===== config.mk =====
export PLATFORM = sky130hd
export DESIGN_NAME = ncl_run_cell
export DESIGN_NICKNAME = d
export VERILOG_FILES = /design/src/rtl/core/ncl_pkg.sv /design/src/rtl/core/ncl_run_cell.sv
export SDC_FILE = /design/constraint.sdc
export NUM_CORES = 1
export LEC_CHECK = 0
export BUFFER_PORTS_ARGS = -buffer_cell sky130_fd_sc_hd__buf_2
export CORE_ASPECT_RATIO = 0.9
export CORE_MARGIN = 5
export CORE_UTILIZATION = 47
export CTS_CLUSTER_SIZE = 12
export DETAILED_ROUTE_END_ITERATION = 6
export GPL_ROUTABILITY_DRIVEN = 0
export HOLD_SLACK_MARGIN = 0.02
export PLACE_DENSITY = 0.84
export SLEW_MARGIN = 20
export SYNTH_ARGS = -nofsm -noshare
export SYNTH_HDL_FRONTEND = slang
export SYNTH_SLANG_ARGS = --single-unit

===== constraint.sdc =====
create_clock -name clk -period 3.55 [get_ports clk]
set_clock_uncertainty 0.2 [all_clocks]
set_input_delay 0.71 -clock clk [delete_from_list [all_inputs] [get_ports clk]]
set_output_delay 0.71 -clock clk [all_outputs]
set_load 0.005 [all_outputs]

===== src/rtl/core/ncl_pkg.sv =====
`default_nettype none
package ncl_pkg;

    typedef enum logic [2:0] {
        ST_LOAD,
        ST_SETTLE,
        ST_DRAIN,
        ST_FLUSH,
        ST_RESULT,
        ST_CLEAR
    } ncl_state_t;

    // controls shared by every cell of both chains
    typedef struct packed {
        logic clear;
        logic drain;
    } cell_ctrl_t;

    localparam int unsigned COUNT_BITS = 7;
    localparam logic [COUNT_BITS-1:0] COUNT_MAX = 7'd127;

endpackage
`default_nettype wire


===== src/rtl/core/ncl_run_cell.sv =====
`default_nettype none
module ncl_run_cell #(
    parameter int unsigned POSITION_BITS = 16
) (
    input  wire                      clk,
    input  wire                      rst_n,
    input  ncl_pkg::cell_ctrl_t      ctrl,
    input  wire                      in_valid,
    input  wire  [POSITION_BITS-1:0] in_b,
    output logic                     pass_valid,
    output logic [POSITION_BITS-1:0] pass_b,
    output logic                     filled
);

    logic                     tv_reg, tv_next, pv_reg, pv_next;
    logic [POSITION_BITS-1:0] tail_reg, tail_next, pb_reg;

    // clear empties the slot; else take an empty slot, replace a tail that is not smaller, else pass on
    always_comb
    begin
        tv_next   = tv_reg;
        tail_next = tail_reg;
        pv_next   = 1'b0;
        filled    = 1'b0;
        if (ctrl.clear)
        begin
            tv_next = 1'b0;
        end
        else if (in_valid)
        begin
            if (!tv_reg)
            begin
                tv_next   = 1'b1;
                tail_next = in_b;
                filled    = 1'b1;
            end
            else if (tail_reg >= in_b)
            begin
                tail_next = in_b;
            end
            else
            begin
                pv_next = 1'b1;
            end
        end
    end

    always_ff @(posedge clk or negedge rst_n)
    begin
        if (!rst_n)
        begin
            tv_reg <= 1'b0;
            pv_reg <= 1'b0;
        end
        else
        begin
            tv_reg <= tv_next;
            pv_reg <= pv_next;
        end
    end

    always_ff @(posedge clk)
    begin
        tail_reg <= tail_next;
        pb_reg   <= in_b;
    end

    assign pass_valid = pv_reg;
    assign pass_b     = pb_reg;

endmodule
`default_nettype wire


==> impl_metrics.tcl <==
set metrics [dict create \
    fp-row-count 18 \
    setup_viol 0 \
    drive_above_1_share_pct 35.2 \
    synthToLayoutAreaGrowth_pct 25.1 \
    num_vias 873 \
    grt_use_total_pct 13.8 \
    power_leakage_nw 0.794 \
    path_delay_family "simple AND/OR/NAND/NOR gates" \
    syn_avg_cell_area_um2 13.6 \
    syn_nets 132 \
    die_w_um 65.3 \
    critPathKind "in2reg" \
    cpPeakStageDelay_ns 0.39 \
    min_period_ns 2.57 \
    path_clk_slew_ns 0.10 \
    vias_per_cell 5.08 \
    rsz0062_at_grt "false" \
    yosys_warnings 0 \
    period_share_pct 72.5 \
    start_kind "input pin" \
    fmax_mhz 389 \
    grt_pass1_vias 869 \
    setup-tns-final_ns 0 \
    worstPathArrival_ns 2.41 \
    finalHoldViolations 0 \
    vdd_drop_max_mv 0.289 \
    path_buf_inv 3 \
    worstSetupEndpointType "flip-flop" \
    crit_slowest_cell "or3_1" \
    cts_root_buf "clkbuf_4" \
    total_power_mw 0.767 \
    wirelength_um 2400 \
    slew_violations 0 \
    syn_inst 95 \
    core_area_um2 2700 \
    dr.first_iter.drc_count 14 \
    postRouteAntennaNets 0 \
    post_cts_buffers 0 \
    cts_resized 0 \
    drc 0 \
    avgRoutedWirePerCell_um 13.9 \
    gr-total-overflow 0 \
    worstPathMaxFanout 16 \
    fin_nets 178 \
    critical_path_required_ns 3.38 \
    hpwl_um 1850 \
    antenna_found_initial 0 \
    pre_cts_ws_ns 0.612 \
    first_pass_iters 4 \
    cts_max_path_buffers 2 \
    worstPathCellList "buf_2, inv_1, ha_1, nand4_2, or3_1, a221o_1, a31oi_2, buf_4" \
    clock_latency_ns 0.34 \
    synth_cell_types 22 \
    numClockSinks 34 \
    io_pins 39 \
    worst_slack_ns 0.977 \
    initial_core_util_pct 47.9 \
    cts_tree "yes" \
    multi_input_area_um2 378 \
    portBuffers 37 \
    n_fill_cell 232 \
    tightest_slew_ns 0.217 \
    stdcell_count 172 \
    die_h_um 59.8 \
    p_per_area_nw_per_um2 473 \
    status "finished clean" \
    register_area_um2 851 \
    synth.cell_area_um2 1290 \
    drv_cap 0 \
    h-tree-depth 2 \
    grt_max_degree 17 \
    dp_cells 163 \
    diodes 0 \
    cts_buffers 5 \
    relSlewSlack_pct 85.6 \
    grt_first_pass_wirelength_um 3710 \
    yosysSeqAreaShare_pct 65.8 \
    die_area_um2 3900 \
    ys_ff_latch 34 \
    hold_path_class "in2reg" \
]
-- worst reg2reg max path: stages (launching register included) --
cell and delay, ns:
edfxtp_1 0.39, ha_1 0.34, nand4_2 0.11, or3_1 0.39
a221o_1 0.29, a31oi_2 0.16, buf_4 0.26
-- metrics by stage --
stage / area (um^2) / util (%) / hold WS [ns]
global placement: 1530 / 56.6 / 0.295
detailed placement: 1530 / 56.6 / 0.300
global route: 1620 / 59.9 / 0.258
floorplan: 1290 / - / 0.214
finish: 1620 / 59.9 / 0.293
CTS: 1620 / 59.9 / 0.271
-- synthesized netlist by cell type (all sizes together) --
cell    number  share of area (%)
inv         19                5.5
dfxtp       16                 25
edfxtp      16                 37
ha          16                 15
nand4        4                2.4
a21oi        3                1.2
nor2         3               0.87
o21ai        3                1.2
a21o         2                1.2
dfrtp        2                3.9
a211o        1               0.77
a221o        1               0.77
a31oi        1               0.48
and3         1               0.58
and4b        1               0.77
nand2        1               0.29
nand2b       1               0.48
nor3         1               0.39
o2111a       1               0.87
o21a         1               0.58
or3          1               0.48
-- cell families (layout without fill, tap and decap cells) --
family	after synthesis	in the layout	share of synthesized area (%)
AO/OA/AOI/OAI	13	13	6.96
adder cells (fa/ha/maj)	16	16	15.5
AND/OR/NAND/NOR	13	13	6.29
flip-flops	34	34	65.8
buffers and inverters	19	66	5.51
-- worst paths after layout --
check	start	endpoint	slack, ns	cells past startpoint
worst min register to register	tv_reg	tv_reg	0.35	2
max in group asynchronous	rst_n	pass_valid	2.58	2
worst max-delay path	in_b[13]	tail_reg[5]	0.98	8
worst max register to register	tail_reg[14]	tail_reg[5]	1.10	6
min in group asynchronous	rst_n	tv_reg	0.47	2
worst min-delay path	in_b[1]	pass_b[1]	0.29	1
-- layer usage --
metal	global-route usage (%)	part of all wire, %
met4	10.4	2.3
met1	12.6	38
met2	22.2	48
met5	0	0
met3	8.83	11
-- placed cells by master, fill, tap and decap left out, drive strengths merged, types with 2 or more instances in the layout --
| master | instances |
|---|---|
| a21o | 2 |
| a21oi | 3 |
| buf | 38 |
| clkbuf | 8 |
| dfrtp | 2 |
| dfxtp | 16 |
| edfxtp | 16 |
| ha | 16 |
| inv | 19 |
| nand4 | 4 |
| nor2 | 3 |
| o21ai | 3 |
-- power breakdown --
group,leakage [nW],internal (mW),switching (mW),total [mW]
Clock,0.0446,0.135,0.123,0.258
Combinational,0.439,0.0336,0.0385,0.0720
Sequential,0.310,0.431,0.00534,0.436
Total,0.794,0.599,0.167,0.767
-- layout make-up --
cell class	count	area share, %
Multi-Input combinational cell	42	23.3
Clock buffer	8	4.87
Inverter	19	4.40
Timing Repair Buffer	39	12.5
Tap cell	30	2.32
Sequential cell	34	52.6
-- what timing repair did --
item	in CTS	in global routing
endpoints found under the setup margin	0	0
hold buffers	1	0
endpoints found under the hold margin	2	0
No activity file was read; power rests on OpenSTA's default activity.
