<file path="src/rtl/core/ncl_pkg.sv">
`default_nettype none
package ncl_pkg;

    typedef enum logic [2:0] {
        ST_LOAD,
        ST_SETTLE,
        ST_DRAIN,
        ST_FLUSH,
        ST_RESULT,
        ST_CLEAR
    } ncl_state_t;

    // controls shared by every cell of both chains
    typedef struct packed {
        logic clear;
        logic drain;
    } cell_ctrl_t;

    localparam int unsigned COUNT_BITS = 7;
    localparam logic [COUNT_BITS-1:0] COUNT_MAX = 7'd127;

endpackage
`default_nettype wire

</file>
<file path="src/rtl/core/ncl_sort_cell.sv">
`default_nettype none
module ncl_sort_cell #(
    parameter int unsigned POSITION_BITS = 16
) (
    input  wire                      clk,
    input  wire                      rst_n,
    input  ncl_pkg::cell_ctrl_t      ctrl,
    input  wire                      in_valid,
    input  wire  [POSITION_BITS-1:0] in_a,
    input  wire  [POSITION_BITS-1:0] in_b,
    input  wire                      nbr_valid,
    input  wire  [POSITION_BITS-1:0] nbr_a,
    input  wire  [POSITION_BITS-1:0] nbr_b,
    output logic                     held_valid,
    output logic [POSITION_BITS-1:0] held_a,
    output logic [POSITION_BITS-1:0] held_b,
    output logic                     pass_valid,
    output logic [POSITION_BITS-1:0] pass_a,
    output logic [POSITION_BITS-1:0] pass_b
);

    logic                     hv_reg, hv_next, pv_reg, pv_next;
    logic [POSITION_BITS-1:0] ha_reg, ha_next, hb_reg, hb_next;
    logic [POSITION_BITS-1:0] pa_reg, pa_next, pb_reg, pb_next;
    logic                     in_less;

    assign in_less = {in_a, in_b} < {ha_reg, hb_reg};

    // clear, drain, else keep smaller, pass larger on
    always_comb
    begin
        hv_next = hv_reg;
        ha_next = ha_reg;
        hb_next = hb_reg;
        pv_next = 1'b0;
        pa_next = in_a;
        pb_next = in_b;
        if (ctrl.clear)
        begin
            hv_next = 1'b0;
        end
        else if (ctrl.drain)
        begin
            hv_next = nbr_valid;
            ha_next = nbr_a;
            hb_next = nbr_b;
        end
        else if (in_valid)
        begin
            pv_next = hv_reg;
            if (!hv_reg || in_less)
            begin
                hv_next = 1'b1;
                ha_next = in_a;
                hb_next = in_b;
                pa_next = ha_reg;
                pb_next = hb_reg;
            end
            else
            begin
                pv_next = 1'b1;
            end
        end
    end

    always_ff @(posedge clk or negedge rst_n)
    begin
        if (!rst_n)
        begin
            hv_reg <= 1'b0;
            pv_reg <= 1'b0;
        end
        else
        begin
            hv_reg <= hv_next;
            pv_reg <= pv_next;
        end
    end

    always_ff @(posedge clk)
    begin
        ha_reg <= ha_next;
        hb_reg <= hb_next;
        pa_reg <= pa_next;
        pb_reg <= pb_next;
    end

    assign held_valid = hv_reg;
    assign held_a     = ha_reg;
    assign held_b     = hb_reg;
    assign pass_valid = pv_reg;
    assign pass_a     = pa_reg;
    assign pass_b     = pb_reg;

endmodule
`default_nettype wire

</file>
<file path="config.mk">
export PLATFORM = sky130hd
export DESIGN_NAME = ncl_sort_cell
export DESIGN_NICKNAME = d
export VERILOG_FILES = /design/src/rtl/core/ncl_pkg.sv /design/src/rtl/core/ncl_sort_cell.sv
export SDC_FILE = /design/constraint.sdc
export NUM_CORES = 1
export LEC_CHECK = 0
export ABC_AREA = 1
export ABC_CLOCK_PERIOD_IN_PS = 4400
export BUFFER_PORTS_ARGS = -buffer_cell sky130_fd_sc_hd__buf_2
export CORE_MARGIN = 2
export CORE_UTILIZATION = 49
export CTS_BUF_LIST = sky130_fd_sc_hd__clkbuf_8 sky130_fd_sc_hd__clkbuf_16
export DETAILED_ROUTE_END_ITERATION = 10
export HOLD_SLACK_MARGIN = 0.05
export MAX_ROUTING_LAYER = met4
export PLACE_DENSITY = 0.89
export SLEW_MARGIN = 40
export SYNTH_ARGS = -nofsm -noshare
export SYNTH_HDL_FRONTEND = slang
export SYNTH_SLANG_ARGS = --single-unit
</file>
<file path="constraint.sdc">
create_clock -name clk -period 4.4 [get_ports clk]
set_input_delay 0.22 -clock clk [delete_from_list [all_inputs] [get_ports clk]]
set_output_delay 0.22 -clock clk [all_outputs]
set_load 0.01 [all_outputs]
</file>
==> flow_summary.yaml, run 1 <==
run_status:
  status: "finished clean"
timing:
  skew_ns: 0.00746
  tightest_slew_ns: 0.727
  fin_tns_setup_ns: 0
  fmaxAchievable_mhz: 317
  timing.final.crit_share_pct: 71.8
  finalSetupViolCount: 0
  drv_slew: 0
  layout_min_cycle_time_ns: 3.16
  whs_ns: 0.0839
  finalHoldViolCount: 0
  slew_headroom_pct: 51.5
  rsz0062_at_grt: "no"
global_route:
  busiest_layer: "met2"
  grt_pass1_vias: 3249
  track_usage_pct: 25.0
  grt_pass1_wl_um: 14400
  grt_util_met2_pct: 41.1
  use_met3_pct: 5.37
  met1_usage_pct: 29.2
  globalRoute.totalOverflow: 0
  antenna_found_initial: 0
  grt_max_degree: 36
synthesis:
  seq_area_frac_synth_pct: 47.9
  ys_seq_elements: 66
  ys_types: 21
  synthCells: 424
  netlist_area_sq_um: 3450
  syn_area_per_cell_sq_um: 8.14
  yosys_warnings: 0
  syn_nets: 525
worst_hold_path:
  hold_class: "input pin to flip-flop"
  holdPathStages: 3
  min_to: "pass_b[0]$_DFF_P_"
  hp-start: "in_b[0]"
critical_path:
  worstPathArrival_ns: 3.18
  r2r_slack_ns: 1.24
  critPathMaxStageDelay_ns: 0.54
  timing.rr.end: "held_b[1]$_DFFE_PP_"
  endpoint_kind: "flip-flop"
  path_class: "flip-flop to flip-flop"
  crit_path_top_delay_cell: "a21oi_4"
  rr_worst_depth: 14
  cpMostUsedCell: "nand2_1"
  crit_cells: 14
  cpLargestDelayFamily: "simple AND/OR/NAND/NOR gates"
  critical_path.cell_chain: "inv_1, ha_1, nand2_1, inv_1, nand3_1, inv_1, a21oi_1, nand2_1, nand2_1, nand2_2, nand2_4, nand2_1, a21oi_4, buf_4"
  worstPathBufferInverterCount: 4
  worstSetupStartpointType: "flip-flop"
  cp_data_required_time_ns: 4.43
  cp_max_fo: 34
  reg2reg_from: "held_b[15]$_DFFE_PP_"
routing:
  vias: 3276
  detail_route.wl_per_cell_um: 14.0
  dr.pass1.iters: 4
  drtIter0Drc: 179
  totalWireLength_um: 9180
  final_antenna_net_count: 0
  route.detailed.drc: 0
  viasPerCell: 5.01
floorplan:
  io_pins: 136
  dieArea_sq_um: 7730
  rows: 30
  core_area_sq_um: 6790
  initial_utilization_pct: 50.8
  die_h_um: 87.9
  die_x_um: 87.9
cts:
  clock_latency_ns: 0.34
  cts_tree: "done"
  cts_root_buffer: "clkbuf_8"
  cts_buffers: 9
  post_cts_resized: 0
  cts.sinks: 66
  path_clk_slew_ns: 0.07
  clockBufferDepth: 2
  cts-htree-levels: 3
placed_design:
  placed_cell_area_sq_um: 4170
  portBuffers: 135
  place_congestion: 0.828
  dp_hpwl_um: 6510
  place_inst: 637
power:
  p_leak_uw: 0.00241
  irDropWorstVdd_mv: 0.192
  power_density_nw_per_um2: 350
layout:
  layout.cells.non_filler: 654
  final_layout_size_suffix_gt1_share_pct: 28.5
  multi_input_area_sq_um: 1550
  fillers: 590
  regArea_sq_um: 1650
  synthToLayoutAreaGrowth_pct: 27.0
  design_area_sq_um: 4380
  antennaDiodeCount: 0
  post-route-util_pct: 64.5
  final_nets: 654
job:
  maxCapViolations: 0
metal layers:
metal,wire length [um],share of wire [%]
met1,3880,42
met4,173,1.9
met3,735,8.0
met5,0,0
met2,4390,48
power by group:
| group | switching [uW] | internal, uW | leakage (uW) |
|---|---|---|---|
| Sequential | 25.0 | 698 | 0.000605 |
| Combinational | 175 | 111 | 0.00170 |
| Clock | 237 | 290 | 0.000105 |
| Total | 437 | 1100 | 0.00241 |
per-stage QoR:
| stage | total power (uW) | setup slack [ns] |
|---|---|---|
| 6_report | 1540 | 1.24 |
| 5_1_grt | 1600 | 0.970 |
| 4_1_cts | 1540 | 1.25 |
| 3_5_place_dp | 1020 | 1.27 |
| 3_3_place_gp | 1010 | 1.39 |
| 2_1_floorplan | 896 | 0.921 |
worst max-delay path by stage:
stage / startpoint / endpoint
after detailed placement: held_b[5]$_DFFE_PP_ / held_a[11]$_DFFE_PP_
final: held_b[15]$_DFFE_PP_ / held_b[1]$_DFFE_PP_
after global placement: held_b[15]$_DFFE_PP_ / held_a[5]$_DFFE_PP_
after floorplan: held_b[5]$_DFFE_PP_ / held_a[0]$_DFFE_PP_
after global routing: held_b[15]$_DFFE_PP_ / held_a[6]$_DFFE_PP_
after CTS: held_b[15]$_DFFE_PP_ / held_b[1]$_DFFE_PP_
cell type report:
class | count | share of cell area [%]
sequential | 66 | 37.7
tap | 96 | 2.74
clock inverter | 5 | 1.20
clock buffer | 11 | 3.45
multi-input combinational | 296 | 35.4
inverter | 42 | 3.60
timing repair buffer | 138 | 16.0
flip-flops by register name (all words and copies together), names as in the netlist:
register / cells
held_a: 16
held_b: 16
held_valid: 1
pass_a: 16
pass_b: 16
pass_valid: 1
cell usage after synthesis:
cell type	n	share of area [%]
nand3_4	1	0.51
edfxtp_1	32	28
buf_2	6	0.87
o211ai_1	1	0.22
clkbuf_1	11	1.2
nand2_1	188	20
o21a_1	1	0.22
nand4_1	34	6.2
nand3_1	3	0.43
buf_6	3	0.98
nor3_1	3	0.43
nor2_1	9	0.98
o21ai_0	5	0.73
dfxtp_1	32	19
nand2_2	1	0.18
ha_1	31	11
nand2_4	1	0.33
a21oi_1	17	2.5
inv_1	42	4.6
dfrtp_1	2	1.5
nor4_1	1	0.18
worst reg2reg max path, delay by kind of cell (launching register included):
family / cells / cell delay (ns)
adder cells (fa/ha/maj): 1 / 0.24
AND/OR/NAND/NOR: 7 / 0.90
buffers and inverters: 4 / 0.56
AO/OA/AOI/OAI: 2 / 0.71
flip-flops: 1 / 0.45
logic make-up after synthesis:
| family | count (synthesis) | share of synthesized area [%] |
|---|---|---|
| buffers and inverters | 62 | 7.61 |
| adders and majority gates | 31 | 11.2 |
| DFF | 66 | 47.9 |
| AOI/OAI and AO/OA | 24 | 3.63 |
| and+or+nand+nor | 241 | 29.7 |
cell usage in the layout, fill, tap and decap left out, types with 3 or more instances in the layout:
master	Yosys	final
nand2_1	188	188
buf_2	6	135
inv_1	42	41
nand4_1	34	34
edfxtp_1	32	32
dfxtp_1	32	32
ha_1	31	31
a21oi_1	17	16
clkbuf_8	0	11
nor2_1	9	8
o21ai_0	5	5
nor3_1	3	3
nand3_1	3	3
clkinv_2	0	3
timing repair:
item	in CTS	in global routing
hold endpoints to repair	2	0
setup buffers	0	0
hold buffers	1	0
Power figures use the tool's default switching activity.
==> run 2, diff against run 1 <==
Settings changed: ABC_CLOCK_PERIOD_IN_PS 4400 to 2800, CORE_UTILIZATION 49 to 44, PLACE_DENSITY 0.89 to 0.85.
Clock period 4.4 ns to 2.8 ns, I/O delays scaled along.
==> run 2 against run 1 <==
  * Hold slack got worse by 0.021 ns
  * Via count grew 8.2%
  * Wire length is 9.1% higher
  * Final cell count rose by 6.1%
  * Clock power grew 69%
  * Core utilization shrank 2.4 points
  * Critical path type is now input pin to flip-flop
==> flow_summary.yaml, run 2 (synthesis gave the netlist of run 1 again) <==
power:
  p_sw_share_pct: 27.7
  irDropWorstVdd_mv: 0.274
  p_leak_uw: 0.00257
  p_switching_uw: 700
  power_frac_seq_pct: 44.9
  power_density_nw_per_um2: 531
  clockPowerShare_pct: 35.2
  internal_power_uw: 1830
  combPwrFrac_pct: 19.8
cts:
  clock_latency_ns: 0.34
  cts.sinks: 66
  post_cts_resized: 0
  cts-htree-levels: 3
  cts_hold_buf: 31
  cts_tree: "done"
  cts_root_buffer: "clkbuf_8"
  path_clk_slew_ns: 0.06
  clockBufferDepth: 2
  cts_buffers: 9
  post_cts_buffers: 0
floorplan:
  dieArea_sq_um: 8570
  initial_utilization_pct: 45.1
  core_area_sq_um: 7650
  io_pins: 136
  die_x_um: 92.6
  die_h_um: 92.6
  rows: 32
critical_path:
  path_class: "input pin to flip-flop"
  critical_path.cell_chain: "dlygate4sd3_1, buf_2, ha_1, a21oi_1, nor2_1, nor3_1, nand2_1, nand2_1, nand2_1, nand2_1, nand2_2, nand2_4, nand2_1, a21oi_4, buf_12"
  cp_max_fo: 24
  worstSetupStartpointType: "input pin"
  crit_path_top_delay_cell: "dlygate4sd3_1"
  cpMostUsedCell: "nand2_1"
  cpLargestDelayFamily: "simple AND/OR/NAND/NOR gates"
  critPathMaxStageDelay_ns: 0.52
  worstPathBufferInverterCount: 3
  endpoint_kind: "flip-flop"
  worstPathArrival_ns: 2.61
  cp_data_required_time_ns: 2.84
timing:
  fin_tns_setup_ns: 0
  drv_slew: 0
  fin_ws_ns: 0.228
  slew_headroom_pct: 51.9
  tightest_slew_ns: 0.721
  skew_ns: 0.0122
  layout_min_cycle_time_ns: 2.57
  whs_ns: 0.0632
  timing.final.crit_share_pct: 91.9
  rsz0062_at_grt: "no"
  fmaxAchievable_mhz: 389
  finalHoldViolCount: 0
  finalSetupViolCount: 0
layout:
  post-route-util_pct: 62.2
  synthToLayoutAreaGrowth_pct: 37.8
  layout_commonest_cell: "nand2_1"
  mostFrequentLayoutCells: "nand2_1 (188), buf_2 (135), inv_1 (43)"
  final_layout_size_suffix_gt1_share_pct: 27.2
  antennaDiodeCount: 0
  final_nets: 688
  design_area_sq_um: 4750
placed_design:
  placed_cell_area_sq_um: 4230
  portBuffers: 135
  place_ws_ns: 0.294
  place_congestion: 0.818
  dp_hpwl_um: 6940
global_route:
  track_usage_pct: 24.2
  grt_max_degree: 36
  grt_pass1_wl_um: 15900
  antenna_found_initial: 0
  globalRoute.totalOverflow: 0
  grt_pass1_vias: 3441
run_status:
  status: "finished clean"
worst_hold_path:
  hold_class: "input pin to flip-flop"
routing:
  totalWireLength_um: 10000
  wl_met1_um: 4160
  drtIter0Drc: 152
  wl_met3_um: 685
  vias: 3545
  route.detailed.drc: 0
  viasPerCell: 5.11
  detail_route.wl_per_cell_um: 14.4
  dr_wl_met2_um: 5050
  final_antenna_net_count: 0
  dr.max_layer_used: "met4"
  dr.pass1.iters: 5
job:
  maxCapViolations: 0
## run 2: cell count changes in the layout (fill, tap and decap cells not counted), sizes merged
| cell | delta |
|---|---|
| buf | +4 |
| bufinv | +1 |
| clkbuf | -1 |
| clkinv | -1 |
| dlygate4sd3 | +30 |
| inv | +1 |
## run 2: worst reg2reg max path, stage by stage, from the launching register on
cell      delay, ns
edfxtp_1       0.43
inv_1          0.09
ha_1           0.24
a21oi_1        0.15
nor2_1         0.06
nor3_1         0.13
nand2_1        0.10
nand2_1        0.07
nand2_1        0.08
nand2_1        0.08
nand2_2        0.08
nand2_4        0.20
nand2_1        0.16
a21oi_4        0.18
buf_12         0.21
## run 2: through the flow
step                total power, uW  cells
finish                         2530    694
global route                   2640    694
CTS                            2540    694
detailed placement             1620    647
global placement               1600    647
floorplan                      1410    424
## run 2: cell type report
type | count | area, sq um
clock buffers | 10 | 138
fillers | 663 | 2890
inverters | 42 | 158
flip-flops and latches | 66 | 1650
multi-input cells | 296 | 1560
repair buffers | 172 | 1040
well taps | 102 | 128
clock inverters | 6 | 81.3
## run 2: path summary, 6_finish.rpt
kind                                      startpoint  slack (ns)  depth (start not counted)                endpoint
worst max-delay path                         in_b[5]        0.23                         15     held_b[8]$_DFFE_PP_
worst min-delay path                         in_b[4]        0.06                          3       pass_b[4]$_DFF_P_
worst max register to register   held_b[5]$_DFFE_PP_        0.26                         14     held_b[8]$_DFFE_PP_
worst min register to register  held_a[15]$_DFFE_PP_        0.55                          2      pass_a[15]$_DFF_P_
max in group asynchronous                      rst_n        2.57                          2  held_valid$_DFFE_PN0P_
min in group asynchronous                      rst_n        0.13                          2    pass_valid$_DFF_PN0_
## run 2: layer usage
metal	global-route usage, %	vias up
met1	28.5	1662
met5	-	-
met3	4.31	12
li1	-	1712
met2	41.8	159
met4	8.46	0
## run 2: power by group through the flow
stage               Sequential (uW)  Combinational, uW  Clock (uW)
floorplan                      1190                221           0
global placement               1150                447           0
detailed placement             1150                464           0
CTS                            1130                501         904
global route                   1140                557         939
finish                         1130                501         890
==> run 3, diff against run 2 <==
Settings changed: ABC_CLOCK_PERIOD_IN_PS 2800 to 2700, CORE_UTILIZATION 44 to 49, PLACE_DENSITY 0.85 to 0.89.
Clock period 2.8 ns to 2.7 ns, I/O delays scaled along.
==> run 3 against run 2 <==
  * Hold slack better by 0.0043 ns
  * Clock power is 2% higher
  * Non-clock buffer count is 2 higher
  * Register-to-register slack better by 0.06 ns
  * First-iteration DRC count is 63% higher
  * Final area is 0.42% higher
  * Sequential cell count stayed put
  * Final cell count is 0.43% lower
  * Die area is 9.8% lower
  * Critical path type unchanged
  * Critical endpoint is now held_a[3]$_DFFE_PP_
  * Combinational power is 3% higher
  * Power is 3.0% higher
==> flow_summary.yaml, run 3 (synthesis gave the netlist of run 1 again) <==
run_status:
  status: "finished clean"
layout:
  antennaDiodeCount: 0
  final_nets: 691
  synthToLayoutAreaGrowth_pct: 38.4
  layout_commonest_cell: "nand2_1"
  mostFrequentLayoutCells: "nand2_1 (188), buf_2 (135), inv_1 (42)"
  fillers: 509
  final_layout_size_suffix_gt1_share_pct: 27.4
critical_path:
  crit_path_end: "held_a[3]$_DFFE_PP_"
  endpoint_kind: "flip-flop"
  crit_path_top_delay_cell: "dlygate4sd3_1"
  cp_data_required_time_ns: 2.71
  cpMostUsedCell: "nand2_1"
  path_class: "input pin to flip-flop"
  worstPathArrival_ns: 2.47
  crit_cells: 15
  critical_path.cell_chain: "dlygate4sd3_1, buf_2, ha_1, a21oi_1, nor2_1, nor3_1, nand2_1, nand2_1, nand2_1, nand2_1, nand2_2, nand2_4, nand2_1, a21oi_4, buf_4"
  cpLargestDelayFamily: "buffers and inverters"
  crit_path_start: "in_b[5]"
  critPathMaxStageDelay_ns: 0.54
  worstPathBufferInverterCount: 3
  worstSetupStartpointType: "input pin"
  r2r_slack_ns: 0.32
  rr_worst_depth: 14
  timing.rr.end: "held_a[3]$_DFFE_PP_"
  reg2reg_from: "held_b[5]$_DFFE_PP_"
  cp_max_fo: 21
timing:
  finalSetupViolCount: 0
  fin_tns_setup_ns: 0
  rsz0062_at_grt: "no"
  slew_headroom_pct: 54.4
  skew_ns: 0.00685
  tightest_slew_ns: 0.684
  finalHoldViolCount: 0
  layout_min_cycle_time_ns: 2.46
  drv_slew: 0
  fin_ws_ns: 0.240
  timing.final.crit_share_pct: 91.1
  whs_ns: 0.0675
  fmaxAchievable_mhz: 407
global_route:
  globalRoute.totalOverflow: 0
  track_usage_pct: 26.0
  grt_pass1_wl_um: 15200
  grt_pass1_vias: 3453
  grt_max_degree: 36
  antenna_found_initial: 0
floorplan:
  die_h_um: 87.9
  rows: 30
  die_x_um: 87.9
  core_area_sq_um: 6790
  io_pins: 136
  dieArea_sq_um: 7730
  initial_utilization_pct: 50.8
routing:
  drtIter0Drc: 247
  route.detailed.drc: 0
  vias: 3504
  viasPerCell: 5.07
  totalWireLength_um: 9760
  detail_route.wl_per_cell_um: 14.1
  dr.pass1.iters: 4
  final_antenna_net_count: 0
cts:
  path_clk_slew_ns: 0.08
  cts-htree-levels: 3
  cts_buffers: 9
  cts_root_buffer: "clkbuf_8"
  cts_tree: "done"
  post_cts_buffers: 0
  clockBufferDepth: 2
  clock_latency_ns: 0.33
  cts.sinks: 66
placed_design:
  portBuffers: 135
  dp_hpwl_um: 6480
  place_congestion: 0.850
  place_ws_ns: 0.115
job:
  maxCapViolations: 0
power:
  irDropWorstVdd_mv: 0.325
  p_leak_uw: 0.00257
  power_density_nw_per_um2: 545
worst_hold_path:
  hold_class: "input pin to flip-flop"
[run 3: tightest hold or removal path, stage by stage]
cell,delay [ns]
buf_2,0.07
nand2_1,0.04
nand2_1,0.05
[run 3: report_power, final]
part | leakage, uW | total (uW) | switching, uW | internal (uW)
Combinational | 0.00186 | 516 | 298 | 218
Sequential | 0.000605 | 1180 | 40.5 | 1140
Clock | 0.000105 | 909 | 391 | 518
Total | 0.00257 | 2600 | 729 | 1870
[run 3: how the worst min path moves through the flow]
stage	from	to	slack (ns)	cells after the start
2_1_floorplan	rst_n	held_valid$_DFFE_PN0P_	-0.16	0
3_3_place_gp	rst_n	pass_valid$_DFF_PN0_	-0.08	1
3_5_place_dp	rst_n	pass_valid$_DFF_PN0_	-0.08	1
4_1_cts	nbr_a[0]	held_a[0]$_DFFE_PP_	0.05	3
5_1_grt	nbr_a[1]	held_a[1]$_DFFE_PP_	0.07	3
6_report	nbr_a[0]	held_a[0]$_DFFE_PP_	0.07	3
[run 3: timing repair]
item,in CTS,in global routing
hold buffers,33,0
endpoints found under the setup margin,0,32
hold endpoints to repair,34,0
resized for setup,0,2
[run 3: per-layer routing]
metal | global-route usage [%] | wire length [um] | vias up
li1 | - | - | 1728
met1 | 29.8 | 4080 | 1623
met2 | 46.6 | 4980 | 142
met3 | 3.68 | 606 | 11
met4 | 8.39 | 100 | 0
met5 | - | 0 | -
[run 3: layout make-up]
cell class,count,area (sq um),share of cell area [%]
timing repair buffer,174,1050,22.1
multi-input combinational,297,1570,32.9
clock inverter,7,93.8,1.97
sequential,66,1650,34.6
inverter,42,158,3.30
clock buffer,9,124,2.59
tap,96,120,2.52
[run 3: per-stage QoR]
stage                     area, sq um  instances  total power [uW]  utilization (%)
final                            4770        691              2600             70.3
after global routing             4770        691              2730             70.3
after CTS                        4750        690              2600             70.0
after detailed placement         4210        641              1670             61.9
after global placement           4210        641              1650             61.9
after floorplan                  3460        424              1460                -
